<file path="src/spr_pkg.sv">
// ----------------------------------------------------------------------------
// spr_pkg
// Shared types and constants of the serial packet receiver.
// ----------------------------------------------------------------------------
package spr_pkg;

  // packet ids, compared after clearing bit 0
  localparam logic [7:0] ID_POLL  = 8'h30;
  localparam logic [7:0] ID_BAUD  = 8'h32;
  localparam logic [7:0] ID_DATA  = 8'h34;
  localparam logic [7:0] ID_FIN   = 8'h38;
  localparam logic [7:0] ID_MASK  = 8'hFE;
  localparam logic [7:0] PID_INIT = 8'hFF;

  localparam logic [7:0] BYTE_ACK = 8'h41;
  localparam logic [7:0] BYTE_NAK = ~BYTE_ACK;

  // input kinds
  localparam logic KIND_BYTE    = 1'b0;
  localparam logic KIND_TIMEOUT = 1'b1;

  // result kinds
  localparam logic [2:0] K_TX      = 3'd0;
  localparam logic [2:0] K_TENT    = 3'd1;
  localparam logic [2:0] K_COMMIT  = 3'd2;
  localparam logic [2:0] K_DISCARD = 3'd3;
  localparam logic [2:0] K_SWITCH  = 3'd4;
  localparam logic [2:0] K_DONE    = 3'd5;

  localparam int MAX_RES = 3;

  typedef struct packed {
    logic [2:0] kind;
    logic [7:0] data;
  } res_t;

  // all results caused by one input beat, res[0] goes out first
  typedef struct packed {
    logic [1:0]             cnt;
    res_t [MAX_RES-1:0]     res;
  } bundle_t;

  typedef enum logic [3:0] {
    PH_HUNT = 4'b0001,
    PH_SKIP = 4'b0010,
    PH_LOAD = 4'b0100,
    PH_DONE = 4'b1000
  } phase_t;

endpackage

</file>
<file path="src/spr_core.sv">
// ----------------------------------------------------------------------------
// spr_core
// Input register and packet state; turns one input beat into a result bundle.
// ----------------------------------------------------------------------------
module spr_core (
  input  logic             clk,
  input  logic             rst,
  input  logic             item_valid,
  output logic             item_ready,
  input  logic             kind,
  input  logic [7:0]       rx_byte,
  input  logic [1:0]       baud_code,
  input  logic             free,
  output logic             take,
  output spr_pkg::bundle_t bnd
);
  import spr_pkg::*;

  typedef struct packed {
    bundle_t bnd;
    logic    set_prev;
    logic    to_done;
  } fin_t;

  // acts on a completely received packet
  function automatic fin_t finish(input logic [7:0] pid, input logic [15:0] len,
                                  input logic [7:0] sum, input logic [1:0] code);
    fin_t f;
    f = '0;
    case (pid & ID_MASK)
      ID_POLL: begin
        f.set_prev   = 1'b1;
        f.bnd.res[0] = '{K_TX, BYTE_ACK};
        f.bnd.cnt    = 2'd1;
      end
      ID_BAUD: begin
        f.set_prev   = 1'b1;
        f.bnd.res[0] = '{K_TX, {6'd0, code}};
        if (code != 2'd0) begin
          f.bnd.res[1] = '{K_SWITCH, {6'd0, code}};
          f.bnd.res[2] = '{K_TX, BYTE_ACK};
          f.bnd.cnt    = 2'd3;
        end else begin
          f.bnd.res[1] = '{K_TX, BYTE_ACK};
          f.bnd.cnt    = 2'd2;
        end
      end
      ID_FIN: begin
        f.to_done    = 1'b1;
        f.bnd.res[0] = '{K_TX, BYTE_ACK};
        f.bnd.res[1] = '{K_DONE, 8'd0};
        f.bnd.cnt    = 2'd2;
      end
      ID_DATA: begin
        if (len == 16'd0) begin
          f.bnd.res[0] = '{K_TX, BYTE_NAK};
          f.bnd.cnt    = 2'd1;
        end else if (sum == 8'd0) begin
          f.set_prev   = 1'b1;
          f.bnd.res[0] = '{K_COMMIT, 8'd0};
          f.bnd.res[1] = '{K_TX, BYTE_ACK};
          f.bnd.cnt    = 2'd2;
        end else begin
          f.bnd.res[0] = '{K_DISCARD, 8'd0};
          f.bnd.res[1] = '{K_TX, BYTE_NAK};
          f.bnd.cnt    = 2'd2;
        end
      end
      default: begin
        f.bnd.res[0] = '{K_TX, BYTE_NAK};
        f.bnd.cnt    = 2'd1;
      end
    endcase
    return f;
  endfunction

  logic        in_full;
  logic        in_kind;
  logic [7:0]  in_byte;

  logic [23:0] window, window_next;
  logic [1:0]  fill, fill_next;
  phase_t      phase, phase_next;
  logic [7:0]  current_pid, current_pid_next;
  logic [7:0]  previous_pid, previous_pid_next;
  logic [15:0] payload_length, payload_length_next;
  logic [15:0] byte_count, byte_count_next;
  logic [7:0]  payload_sum, payload_sum_next;

  logic [16:0] cnt1;
  logic [7:0]  b0, b1, b2, hsum, sum_new;
  logic [15:0] hlen;
  logic        is_data;
  fin_t        fin;

  assign take       = in_full && free;
  assign item_ready = !in_full || take;

  always_ff @(posedge clk) begin
    if (rst) begin
      in_full <= 1'b0;
    end else if (item_valid && item_ready) begin
      in_full <= 1'b1;
    end else if (take) begin
      in_full <= 1'b0;
    end
  end

  always_ff @(posedge clk) begin
    if (item_valid && item_ready) begin
      in_kind <= kind;
      in_byte <= rx_byte;
    end
  end

  assign b0      = window[23:16];
  assign b1      = window[15:8];
  assign b2      = window[7:0];
  assign hsum    = b0 + b1 + b2 + in_byte;
  assign hlen    = {b1, b2};
  assign cnt1    = {1'b0, byte_count} + 17'd1;
  assign sum_new = payload_sum + in_byte;
  assign is_data = (current_pid & ID_MASK) == ID_DATA;

  always_comb begin
    bnd                 = '0;
    fin                 = '0;
    window_next         = window;
    fill_next           = fill;
    phase_next          = phase;
    current_pid_next    = current_pid;
    previous_pid_next   = previous_pid;
    payload_length_next = payload_length;
    byte_count_next     = byte_count;
    payload_sum_next    = payload_sum;

    if (take && phase != PH_DONE) begin
      if (in_kind == KIND_TIMEOUT) begin
        if (phase == PH_LOAD) begin
          if (is_data) begin
            bnd.res[0] = '{K_DISCARD, 8'd0};
            bnd.res[1] = '{K_TX, BYTE_NAK};
            bnd.cnt    = 2'd2;
          end else begin
            bnd.res[0] = '{K_TX, BYTE_NAK};
            bnd.cnt    = 2'd1;
          end
        end
        window_next = '0;
        fill_next   = '0;
        phase_next  = PH_HUNT;
      end else begin
        case (phase)
          PH_HUNT: begin
            if (fill != 2'd3) begin
              window_next = {window[15:0], in_byte};
              fill_next   = fill + 2'd1;
            end else if (hsum == 8'd0 && b0 == previous_pid) begin
              // retransmission: skip its payload
              window_next = '0;
              fill_next   = '0;
              if (hlen == 16'd0) begin
                bnd.res[0] = '{K_TX, BYTE_ACK};
                bnd.cnt    = 2'd1;
              end else begin
                payload_length_next = hlen;
                byte_count_next     = '0;
                phase_next          = PH_SKIP;
              end
            end else if (hsum == 8'd0 && ((b0 & ID_MASK) inside
                         {ID_POLL, ID_BAUD, ID_DATA, ID_FIN})) begin
              window_next         = '0;
              fill_next           = '0;
              current_pid_next    = b0;
              payload_length_next = hlen;
              byte_count_next     = '0;
              payload_sum_next    = '0;
              if (hlen == 16'd0) begin
                fin        = finish(b0, 16'd0, 8'd0, baud_code);
                bnd        = fin.bnd;
                phase_next = fin.to_done ? PH_DONE : PH_HUNT;
                if (fin.set_prev) previous_pid_next = b0;
              end else begin
                phase_next = PH_LOAD;
              end
            end else begin
              // bad header: slide by one byte
              window_next = {window[15:0], in_byte};
              bnd.res[0]  = '{K_TX, BYTE_NAK};
              bnd.cnt     = 2'd1;
            end
          end
          PH_SKIP: begin
            byte_count_next = cnt1[15:0];
            if (cnt1[15:0] >= payload_length) begin
              phase_next = PH_HUNT;
              bnd.res[0] = '{K_TX, BYTE_ACK};
              bnd.cnt    = 2'd1;
            end
          end
          PH_LOAD: begin
            byte_count_next  = cnt1[15:0];
            payload_sum_next = sum_new;
            if (is_data && cnt1 < {1'b0, payload_length}) begin
              bnd.res[0] = '{K_TENT, in_byte};
              bnd.cnt    = 2'd1;
            end
            if (cnt1[15:0] >= payload_length) begin
              fin        = finish(current_pid, payload_length, sum_new, baud_code);
              bnd        = fin.bnd;
              phase_next = fin.to_done ? PH_DONE : PH_HUNT;
              if (fin.set_prev) previous_pid_next = current_pid;
            end
          end
          default: begin
            phase_next = PH_DONE;
          end
        endcase
      end
    end
  end

  always_ff @(posedge clk) begin
    if (rst) begin
      window         <= '0;
      fill           <= '0;
      phase          <= PH_HUNT;
      current_pid    <= '0;
      previous_pid   <= PID_INIT;
      payload_length <= '0;
      byte_count     <= '0;
      payload_sum    <= '0;
    end else begin
      window         <= window_next;
      fill           <= fill_next;
      phase          <= phase_next;
      current_pid    <= current_pid_next;
      previous_pid   <= previous_pid_next;
      payload_length <= payload_length_next;
      byte_count     <= byte_count_next;
      payload_sum    <= payload_sum_next;
    end
  end

endmodule

</file>
<file path="src/spr_emit.sv">
// ----------------------------------------------------------------------------
// spr_emit
// Result register; sends the bundle of one input beat one result per beat.
// ----------------------------------------------------------------------------
module spr_emit (
  input  logic             clk,
  input  logic             rst,
  input  logic             take,
  input  spr_pkg::bundle_t bnd,
  output logic             free,
  output logic             result_valid,
  input  logic             result_ready,
  output logic [2:0]       out_kind,
  output logic [7:0]       out_byte,
  output logic             last
);
  import spr_pkg::*;

  bundle_t    held;
  logic       full;
  logic [1:0] idx;

  assign result_valid = full;
  assign out_kind     = held.res[idx].kind;
  assign out_byte     = held.res[idx].data;
  assign last         = idx == (held.cnt - 2'd1);
  // the next bundle may load in the cycle the final beat leaves
  assign free         = !full || (result_ready && last);

  always_ff @(posedge clk) begin
    if (rst) begin
      full <= 1'b0;
      idx  <= '0;
    end else if (take) begin
      full <= bnd.cnt != 2'd0;
      idx  <= '0;
    end else if (full && result_ready) begin
      if (last) begin
        full <= 1'b0;
      end else begin
        idx <= idx + 2'd1;
      end
    end
  end

  always_ff @(posedge clk) begin
    if (take) begin
      held <= bnd;
    end
  end

endmodule

</file>
<file path="src/serial_packet_receiver_ack_nak_top.sv">
// ----------------------------------------------------------------------------
// serial_packet_receiver_ack_nak_top
// Serial packet receiver with ACK/NAK replies, tentative payload and commit.
// ----------------------------------------------------------------------------
// One input beat (received byte or timeout) is taken per cycle into an input
// register unless a held beat cannot move on, and is resolved combinationally
// into up to three results, which the result register hands out one per
// cycle while result_ready is high. An input beat occupies the output for one
// result beat per result (zero to three); the next beat waits in the input
// register while earlier results drain. baud_code is written through the cfg
// channel, which is always ready; write it only while the block is idle.
module serial_packet_receiver_ack_nak_top (
  input  logic       clk,
  input  logic       rst,
  input  logic       cfg_valid,
  output logic       cfg_ready,
  input  logic [1:0] cfg_data,
  input  logic       item_valid,
  output logic       item_ready,
  input  logic       kind,
  input  logic [7:0] rx_byte,
  output logic       result_valid,
  input  logic       result_ready,
  output logic [2:0] out_kind,
  output logic [7:0] out_byte,
  output logic       last
);
  import spr_pkg::*;

  logic [1:0] baud_code;
  logic       take;
  logic       free;
  bundle_t    bnd;

  assign cfg_ready = 1'b1;

  always_ff @(posedge clk) begin
    if (rst) begin
      baud_code <= 2'd0;
    end else if (cfg_valid && cfg_ready) begin
      baud_code <= cfg_data;
    end
  end

  spr_core u_core (
    .clk        (clk),
    .rst        (rst),
    .item_valid (item_valid),
    .item_ready (item_ready),
    .kind       (kind),
    .rx_byte    (rx_byte),
    .baud_code  (baud_code),
    .free       (free),
    .take       (take),
    .bnd        (bnd)
  );

  spr_emit u_emit (
    .clk          (clk),
    .rst          (rst),
    .take         (take),
    .bnd          (bnd),
    .free         (free),
    .result_valid (result_valid),
    .result_ready (result_ready),
    .out_kind     (out_kind),
    .out_byte     (out_byte),
    .last         (last)
  );

endmodule

</file>
<file path="config.mk">
export PLATFORM = sky130hd
export DESIGN_NAME = serial_packet_receiver_ack_nak_top
export DESIGN_NICKNAME = d
export VERILOG_FILES = /design/src/spr_pkg.sv /design/src/spr_core.sv /design/src/spr_emit.sv /design/src/serial_packet_receiver_ack_nak_top.sv
export SDC_FILE = /design/constraint.sdc
export NUM_CORES = 1
export LEC_CHECK = 0
export ABC_AREA = 1
export BUFFER_PORTS_ARGS = -buffer_cell sky130_fd_sc_hd__buf_4
export CORE_MARGIN = 5
export CORE_UTILIZATION = 60
export DETAILED_ROUTE_END_ITERATION = 10
export GPL_ROUTABILITY_DRIVEN = 0
export PLACE_DENSITY = 0.78
export SETUP_SLACK_MARGIN = 0.3
export SYNTH_ARGS = -nofsm -noshare
export SYNTH_HDL_FRONTEND = slang
export SYNTH_HIERARCHICAL = 1
export SYNTH_SLANG_ARGS = --single-unit
</file>
<file path="constraint.sdc">
create_clock -name clk -period 4.35 [get_ports clk]
set_input_delay 0.87 -clock clk [delete_from_list [all_inputs] [get_ports clk]]
set_output_delay 0.87 -clock clk [all_outputs]
set_load 0.1 [all_outputs]
</file>
# Yosys cells after proc, flatten, opt, wreduce, memory -nomap -nowiden
# Cells that the tools add are included.
# Widths: inputs -> output; s select.
[op_classes] addsub=8 n_lt_le_gt_ge=3 eq_ne=30 mux=120 bitwise=5 reduce_logical=44
[ops] op="$mux 35" count=4
[ops] op="$pmux 11 s3" count=4
[ops] op="$mux 24" count=5
[ops] op="$mux 16" count=7
[ops] op="$mux 22" count=4
[ops] op="$mux 8" count=11
[ops] op="$mux 11" count=7
[ops] op="$eq 7x5->1 const B" count=8
[ops] op="$pmux 8 s2" count=3
[ops] op="$pmux 22 s2" count=1
[ops] op="$mux 4" count=10
[ops] op="$mux 1" count=35
[ops] op="$mux 7" count=5
[ops] op="$add 8x8->8" count=4
[ops] op="$logic_not 16->1" count=2
[ops] op="$pmux 16 s2" count=1
[ops] op="$reduce_and 6->1" count=5
[ops] op="$mux 12" count=2
[ops] op="$bmux 11 s2" count=1
[ops] op="$mux 2" count=11
[ops] op="$mux 19" count=1
[ops] op="$reduce_bool 2->1" count=9
[ops] op="$add 16x1->17 const B" count=1
[ops] op="$lt 17x16->1" count=1
[ops] op="33 further kinds" count=68
[totals] reg_bits=136 word_cells=231

# Depth between registers and ports, before layout
# Gate-level depths: netlist of the first run.
[depth] depth_word=21 depth_mapped=27 mapped_depth_nobuf=27

# By module
# The synthesis of the first run kept the hierarchy.
[by_module_without_submodules] module="spr_core" instances=1 cells_per_inst=973 area_each_um2=6739.0 seq_area_each_um2=2011.9
[by_module_without_submodules] module="spr_emit" instances=1 cells_per_inst=120 area_each_um2=1525.2 seq_area_each_um2=1111.1
[by_module_without_submodules] module="serial_packet_receiver_ack_nak_top" instances=1 cells_per_inst=15 area_each_um2=92.6 seq_area_each_um2=40.0

# Least setup slack after synthesis of the first run
# No wires, ideal clock.
[synth_timing] kind="register -> register" start="reg u_core.in_byte[1]" end="reg u_emit.full, in the netlist u_emit/result_valid" setup_ns=0.067 t_arrival_ns=3.746 required_ns=4.283 path_slack_ns=0.537 path_stages_with_launch=21 n_path_buf=0 path_cell_list="edfxtp_1 > fa_1 > fa_1 > ha_1 > inv_1 > fa_1 > nand3b_1 > nand2_1 > nand2_1 > nand2_1 > nand3_1 > nor2_4 > nand3_4 > nor2_2 > nand4_1 > nand3_1 > nand3_1 > inv_1 > nor3_1 > or2_2 > a21oi_2"
[synth_lines] item="from (decl)" line_no="spr_core.sv:79" source="logic [7:0] in_byte;"
[synth_lines] item="from (signal assigned)" line_no="spr_core.sv:112" source="in_byte <= rx_byte;"
[synth_lines] item="to (signal assigned)" line_no="spr_emit.sv:32" source="full <= 1'b0;"
[synth_lines] item="to (signal assigned)" line_no="spr_emit.sv:35" source="full <= bnd.cnt != 2'd0;"
[synth_lines] item="to (signal assigned)" line_no="spr_emit.sv:39" source="full <= 1'b0;"
[synth_lines] item="to (decl)" line_no="spr_emit.sv:20" source="logic full;"

==> results of run 1 <==
routing by layer:
layer / routed length [um] / share of wire [%] / global-route usage, % / vias to the layer above
met3: 1514 / 7.3 / 5.333 / 66
met5: 0 / 0 / 0 / -
met2: 9649 / 46 / 40.73 / 325
li1: - / - / - / 3730
met1: 8879 / 43 / 33.74 / 3440
met4: 753 / 3.6 / 12.98 / 0
cell type report:
class                      instances  area share (%)
tap                              180           2.360
sequential                       136           33.23
multi-input combinational        786           47.21
inverter                         150           6.004
clock buffer                      19           4.864
timing repair buffer              58           4.562
clock inverter                    13           1.770
layout by cell type, fill, tap and decap left out, types with 12 or more instances in the layout:
master / synthesis / final
a21oi_1: 90 / 89
nor3_1: 19 / 17
dfxtp_1: 92 / 87
ha_1: 32 / 29
a21oi_2: 11 / 12
fa_1: 15 / 13
nand3_1: 96 / 94
xor2_1: 14 / 14
nor2_1: 91 / 86
edfxtp_1: 44 / 44
inv_1: 125 / 123
conb_1: 2 / 12
nand2_1: 227 / 223
nor2_2: 9 / 12
o21ai_0: 46 / 45
nand3_2: 11 / 13
nand4_1: 23 / 23
o21ai_1: 28 / 29
buf_4: 17 / 58
clkbuf_16: 0 / 18
inv_2: 23 / 23
what timing repair did:
item | 4_1_cts | 5_1_grt
pin swaps | 0 | 16
cloned | 0 | 0
setup buffers | 0 | 11
gates resized for setup | 2 | 36
setup endpoints to repair | 7 | 73
power by group through the flow:
stage          clock, mW  sequential (mW)  combinational (mW)
4_1_cts             1.53             1.36               0.302
6_report            1.51             1.36               0.316
2_1_floorplan          0             1.39               0.227
3_3_place_gp           0             1.39               0.296
3_5_place_dp           0             1.39               0.300
5_1_grt             1.60             1.36               0.343
worst max-delay path: stages, from the launching register on:
cell      delay, ns
edfxtp_1       0.41
fa_1           0.48
fa_1           0.52
ha_2           0.21
inv_2          0.04
fa_2           0.37
nand3b_1       0.18
nand2_1        0.08
nand2_1        0.04
nand2_1        0.05
nand3_1        0.10
nor2_4         0.18
nand3_4        0.16
inv_4          0.10
nand2_4        0.06
nand2_2        0.09
o21ai_1        0.06
a31oi_1        0.27
nor3_1         0.09
or2_2          0.29
a21oi_2        0.09
sequential cells by signal, summed over array words and instances, names as in the netlist, 2 cells and up:
register and flops:
u_core/phase 4, u_core/previous_pid 8, baud_code 2, u_core/window 24
u_core/payload_length 16, u_emit/held 35, u_core/fill 2, u_core/current_pid 8
u_core/byte_count 16, u_core/in_byte 8, u_emit/idx 2, u_core/payload_sum 8
kinds of logic (layout without fill, tap and decap cells):
kind of cell | after synthesis | in the layout | synth area share [%]
AO/OA/AOI/OAI | 199 | 199 | 13.10
adder cells (fa/ha/maj) | 47 | 47 | 8.384
XOR/XNOR | 20 | 20 | 2.096
AND/OR/NAND/NOR | 508 | 508 | 28.58
buffers and inverters | 196 | 240 | 9.897
flip-flops | 136 | 136 | 37.85
other | 2 | 12 | 0.08987
metrics by stage:
step           hold WS (ns)  instances
4_1_cts              0.4446       1331
3_5_place_dp         0.4361       1299
6_report             0.4437       1342
3_3_place_gp         0.4328       1299
5_1_grt              0.4786       1342
2_1_floorplan        0.4235       1118
path summary, 6_finish.rpt:
| path | startpoint | to | slack, ns | cells after the start |
|---|---|---|---|---|
| worst min register to register | u_core/current_pid[6] | u_core/current_pid[6] | 0.44 | 2 |
| worst max register to register | u_core/in_byte[1] | u_emit/result_valid | 0.42 | 20 |
| worst max-delay path | u_core/in_byte[1] | u_emit/result_valid | 0.42 | 20 |
| worst min-delay path | u_core/current_pid[6] | u_core/current_pid[6] | 0.44 | 2 |
==> metrics.yaml, run 1 <==
outcome: "finished, final reports clean"
fill_cells: 1130
crit_arrival_ns: 4.29
core_mm2: 0.01377
layout_setup_ws_ns: 0.4195
syn_to_final_growth_pct: 14.21
ant_nets: 0
cap_violations: 0
crit_type: "reg -> reg"
std_cell_rows: 43
clockPowerShare_pct: 47.4
p_leak_nw: 4.200
hold_viol: 0
p_comb_share_pct: 9.9
drive_gt1_share_pct: 16.87
powerDensity_mw_per_mm2: 333.7
overflow: 0
cp.required_ns: 4.71
cp_max_fo: 7
synth_edf_count: 44
rsz0062_at_grt: "true"
track_usage_pct: 25.83
antenna_found_initial: 0
synth_top_area_share_pct: 22.04
drcViolationCount: 0
design_area_mm2: 0.009544
numPortBuffers: 29
synth.avg_cell_area_um2: 7.542
clock-sinks: 136
swShare_pct: 25.23
setup_violations: 0
ys_dominant_reg_cell: "dfxtp_1"
power.internal_mw: 2.382
drt_first_iter_violations: 555
grt_max_degree: 55
vias_per_cell: 5.634
yosysSeqAreaShare_pct: 37.85
critPathLaunchType: "flop"
synth_top_area_cell: "dfxtp_1"
clk_pin_slew_ns: 0.06
multi_input_comb_area_mm2: 0.004506
netlist_top_cells_count: "nand2_1 (227), inv_1 (125), nand3_1 (96), dfxtp_1 (92), nor2_1 (91)"
regArea_mm2: 0.003172
dr_total_vias: 7561
synthCells: 1108
power.total_mw: 3.185
finalCritPeriodShare_pct: 90.36
boundaryPins: 31
die_area_mm2: 0.01639
synth.ff_latch_count: 136
finalClockSkew_ns: 0.007372
period_needed_ns: 3.930
clock_latency_ns: 0.42
max-vdd-ir-drop_v: 0.0002741
diodes: 0
numCtsBuffers: 17
cts_hold_buffers: 0
initial_core_util_pct: 60.67
synth_most_common_cell: "nand2_1"
setup_tns_ns: 0
clock_path_buffers: 2
htreeDepth: 4
place_area_mm2: 0.008711
wl_per_cell_um: 15.50
grt_pass1_wl_mm: 33.77
synthTopCellsByArea: "dfxtp_1 (22%), edfxtp_1 (16%), nand2_1 (10%), nand3_1 (5.7%), inv_1 (5.6%)"
pre_cts_ws_ns: 0.2694
synth_cell_type_count: 51
drtPass1Iterations: 6
seqPwrFrac_pct: 42.7
die_w_um: 128.0
slew_headroom_pct: 19.35
fin_util_pct: 69.30
grt_pass1_vias: 6911
worstSetupEndpointType: "flop"
tritoncts: "yes"
ys_async_sr_fraction_pct: 0
yosysWarningCount: 6
drv_slew: 0
worstMarginPinSlew_ns: 1.210
die_h_um: 128.0
nNetsFinal: 1212
drt_wl_total_mm: 20.80
dp_hpwl_mm: 15.19
cts_root_buffer: "clkbuf_16"
hold_class: "reg -> reg"
max_freq_ghz: 0.2544
syn_area_mm2: 0.008357
p_sw_mw: 0.8035
Power figures use the tool's default switching activity.
==> run 2: changes to the inputs <==
Settings changed: RECOVER_POWER set to 25.
==> run 2 against run 1 <==
  * The run now ends with capacitance limit, slew limit left
  * Final area fell by 0.37%
  * Non-clock buffer count is the same
  * Routed wire length is 0.27% higher
  * Critical path depth shrank 1
  * Power barely moved
  * Via count fell by 0.30%
  * Hold slack is essentially flat
  * Cell count did not move
  * Utilization fell by 0.25 points
  * First-iteration DRC count grew 2.7%
  * Largest power group unchanged
==> metrics.yaml, run 2 (synthesized netlist as in run 1, its figures left out) <==
p_leak_nw: 4.179
holdPathStages: 2
layout_common_cells: "nand2_1 (225), inv_1 (124), nand3_1 (94)"
drive_gt1_share_pct: 16.01
swShare_pct: 25.25
clockPowerShare_pct: 47.4
top_register: "u_emit/held"
p_sw_mw: 0.8040
die_h_um: 128.0
cts_hold_buffers: 0
die_area_mm2: 0.01639
htreeDepth: 4
numCtsBuffers: 17
drv_slew: 92
numPortBuffers: 29
wl_per_cell_um: 15.54
reg.largest.list: "u_emit/held: 35 flops, u_core/window: 24 flops"
clk_pin_slew_ns: 0.06
worstSetupEndpointType: "flop"
design_area_mm2: 0.009509
max_freq_ghz: 0.2542
cp_max_fo: 9
crit_type: "reg -> reg"
hold_class: "reg -> reg"
core_mm2: 0.01377
dp_hpwl_mm: 15.19
diodes: 0
rsz0062_at_grt: "true"
drt_first_iter_violations: 570
cts_root_buffer: "clkbuf_16"
grt_pass1_wl_mm: 33.77
clock_path_buffers: 2
std_cell_rows: 43
dr_total_vias: 7538
grt_pass1_vias: 6911
r2r-end: "u_core/payload_sum[0]"
hold_viol: 0
boundaryPins: 31
track_usage_pct: 25.83
vias_per_cell: 5.617
reg2reg_depth: 19
largest_reg_flops: 35
drt_wl_total_mm: 20.85
finalCritPeriodShare_pct: 90.44
power.total_mw: 3.184
hold_slack_ns: 0.4437
hold_end: "u_core/current_pid[6]"
cp.required_ns: 4.53
critPathLaunchType: "flop"
syn_to_final_growth_pct: 13.79
worstMarginPinSlew_ns: 2.738
powerDensity_mw_per_mm2: 334.8
crit_arrival_ns: 4.11
nNetsFinal: 1212
die_w_um: 128.0
mostFrequentLayoutCell: "nand2_1"
tritoncts: "yes"
max-vdd-ir-drop_v: 0.0002741
clock-sinks: 136
place_area_mm2: 0.008711
seqPwrFrac_pct: 42.7
grt_max_degree: 55
clock_latency_ns: 0.42
place_inst: 1299
overflow: 0
drcViolationCount: 0
instances_no_fill: 1342
period_needed_ns: 3.934
setup_tns_ns: 0
hp-start: "u_core/current_pid[6]"
finalClockSkew_ns: 0.007803
slew_headroom_pct: -82.57
initial_core_util_pct: 60.67
cap_violations: 2
setup_violations: 0
p_comb_share_pct: 9.8
power.internal_mw: 2.380
crit-reg2reg-launch: "u_core/in_byte[1]"
drtPass1Iterations: 5
outcome: "complete, but fails checks"
antenna_found_initial: 0
ant_nets: 0
failed_checks: "capacitance limit, slew limit"
reg2reg_slack_ns: 0.42
## run 2: cell types whose count changed in the layout (fill, tap and decap cells not counted)
cell	before	now
nor2_2	12	11
nor2_1	86	87
clkbuf_1	0	5
inv_2	23	22
nand2_1	223	225
nand2_4	6	5
nand2_2	7	6
inv_1	123	124
a21oi_1	89	90
clkbuf_4	0	8
a21oi_2	12	11
buf_4	58	45
## run 2: critical path, stage by stage (launching register included)
cell and delay (ns):
edfxtp_1 0.41, fa_1 0.47, fa_1 0.52, ha_2 0.21
inv_2 0.04, fa_2 0.37, nand3b_1 0.18, nand2_1 0.08
nand2_1 0.04, nand2_1 0.05, nand3_1 0.10, nor2_4 0.18
nand3_4 0.16, buf_4 0.18, nor2_1 0.17, inv_1 0.11
nand3_4 0.16, inv_4 0.10, nand3_1 0.08, a21oi_1 0.06
## run 2: final cells by class
cell class                      instances  area (um2)
Inverter                              150       573.1
Timing Repair Buffer                   58       416.7
Clock buffer                           19       464.2
Multi-Input combinational cell        786        4489
Sequential cell                       136        3172
Clock inverter                         13       168.9
Tap cell                              180       225.2
Fill cell                            1136        4264
## run 2: worst max path at each step
stage / from / endpoint / slack, ns / cells past startpoint
after floorplan: u_core/in_byte[1] / u_emit/result_valid / 0.54 / 20
after detailed placement: u_core/byte_count[0] / u_emit/held[15] / 0.27 / 19
final: u_core/in_byte[1] / u_core/payload_sum[0] / 0.42 / 19
after CTS: u_core/in_byte[1] / u_core/payload_length[7] / 0.30 / 16
after global routing: u_core/in_byte[1] / u_core/byte_count[1] / 0.21 / 18
after global placement: u_core/byte_count[0] / u_emit/result_valid / 0.34 / 26
## run 2: power groups by stage
| stage | registers (mW) | clock network, mW | logic [mW] |
|---|---|---|---|
| finish | 1.36 | 1.51 | 0.313 |
| global route | 1.36 | 1.60 | 0.340 |
| floorplan | 1.39 | 0 | 0.227 |
| CTS | 1.36 | 1.53 | 0.302 |
| detailed placement | 1.39 | 0 | 0.300 |
| global placement | 1.39 | 0 | 0.296 |
## run 2: metrics by stage
step	setup slack [ns]	util [%]
finish	0.4161	69.04
global route	0.2094	69.04
CTS	0.2989	67.90
detailed placement	0.2694	63.24
global placement	0.3369	63.24
floorplan	0.5367	-
## run 2: what timing repair did
item	CTS	global route
hold endpoints to repair	0	0
pin swaps	0	16
endpoints found under the setup margin	7	73
gates cloned	0	0
buffers inserted	0	11
resized for setup	2	36
## run 2: layer usage
| layer | up-vias | global-route usage (%) | part of all wire, % |
|---|---|---|---|
| met1 | 3426 | 33.74 | 43 |
| li1 | 3726 | - | - |
| met3 | 68 | 5.333 | 7.2 |
| met2 | 318 | 40.73 | 46 |
| met4 | 0 | 12.98 | 3.7 |
| met5 | - | 0 | 0 |
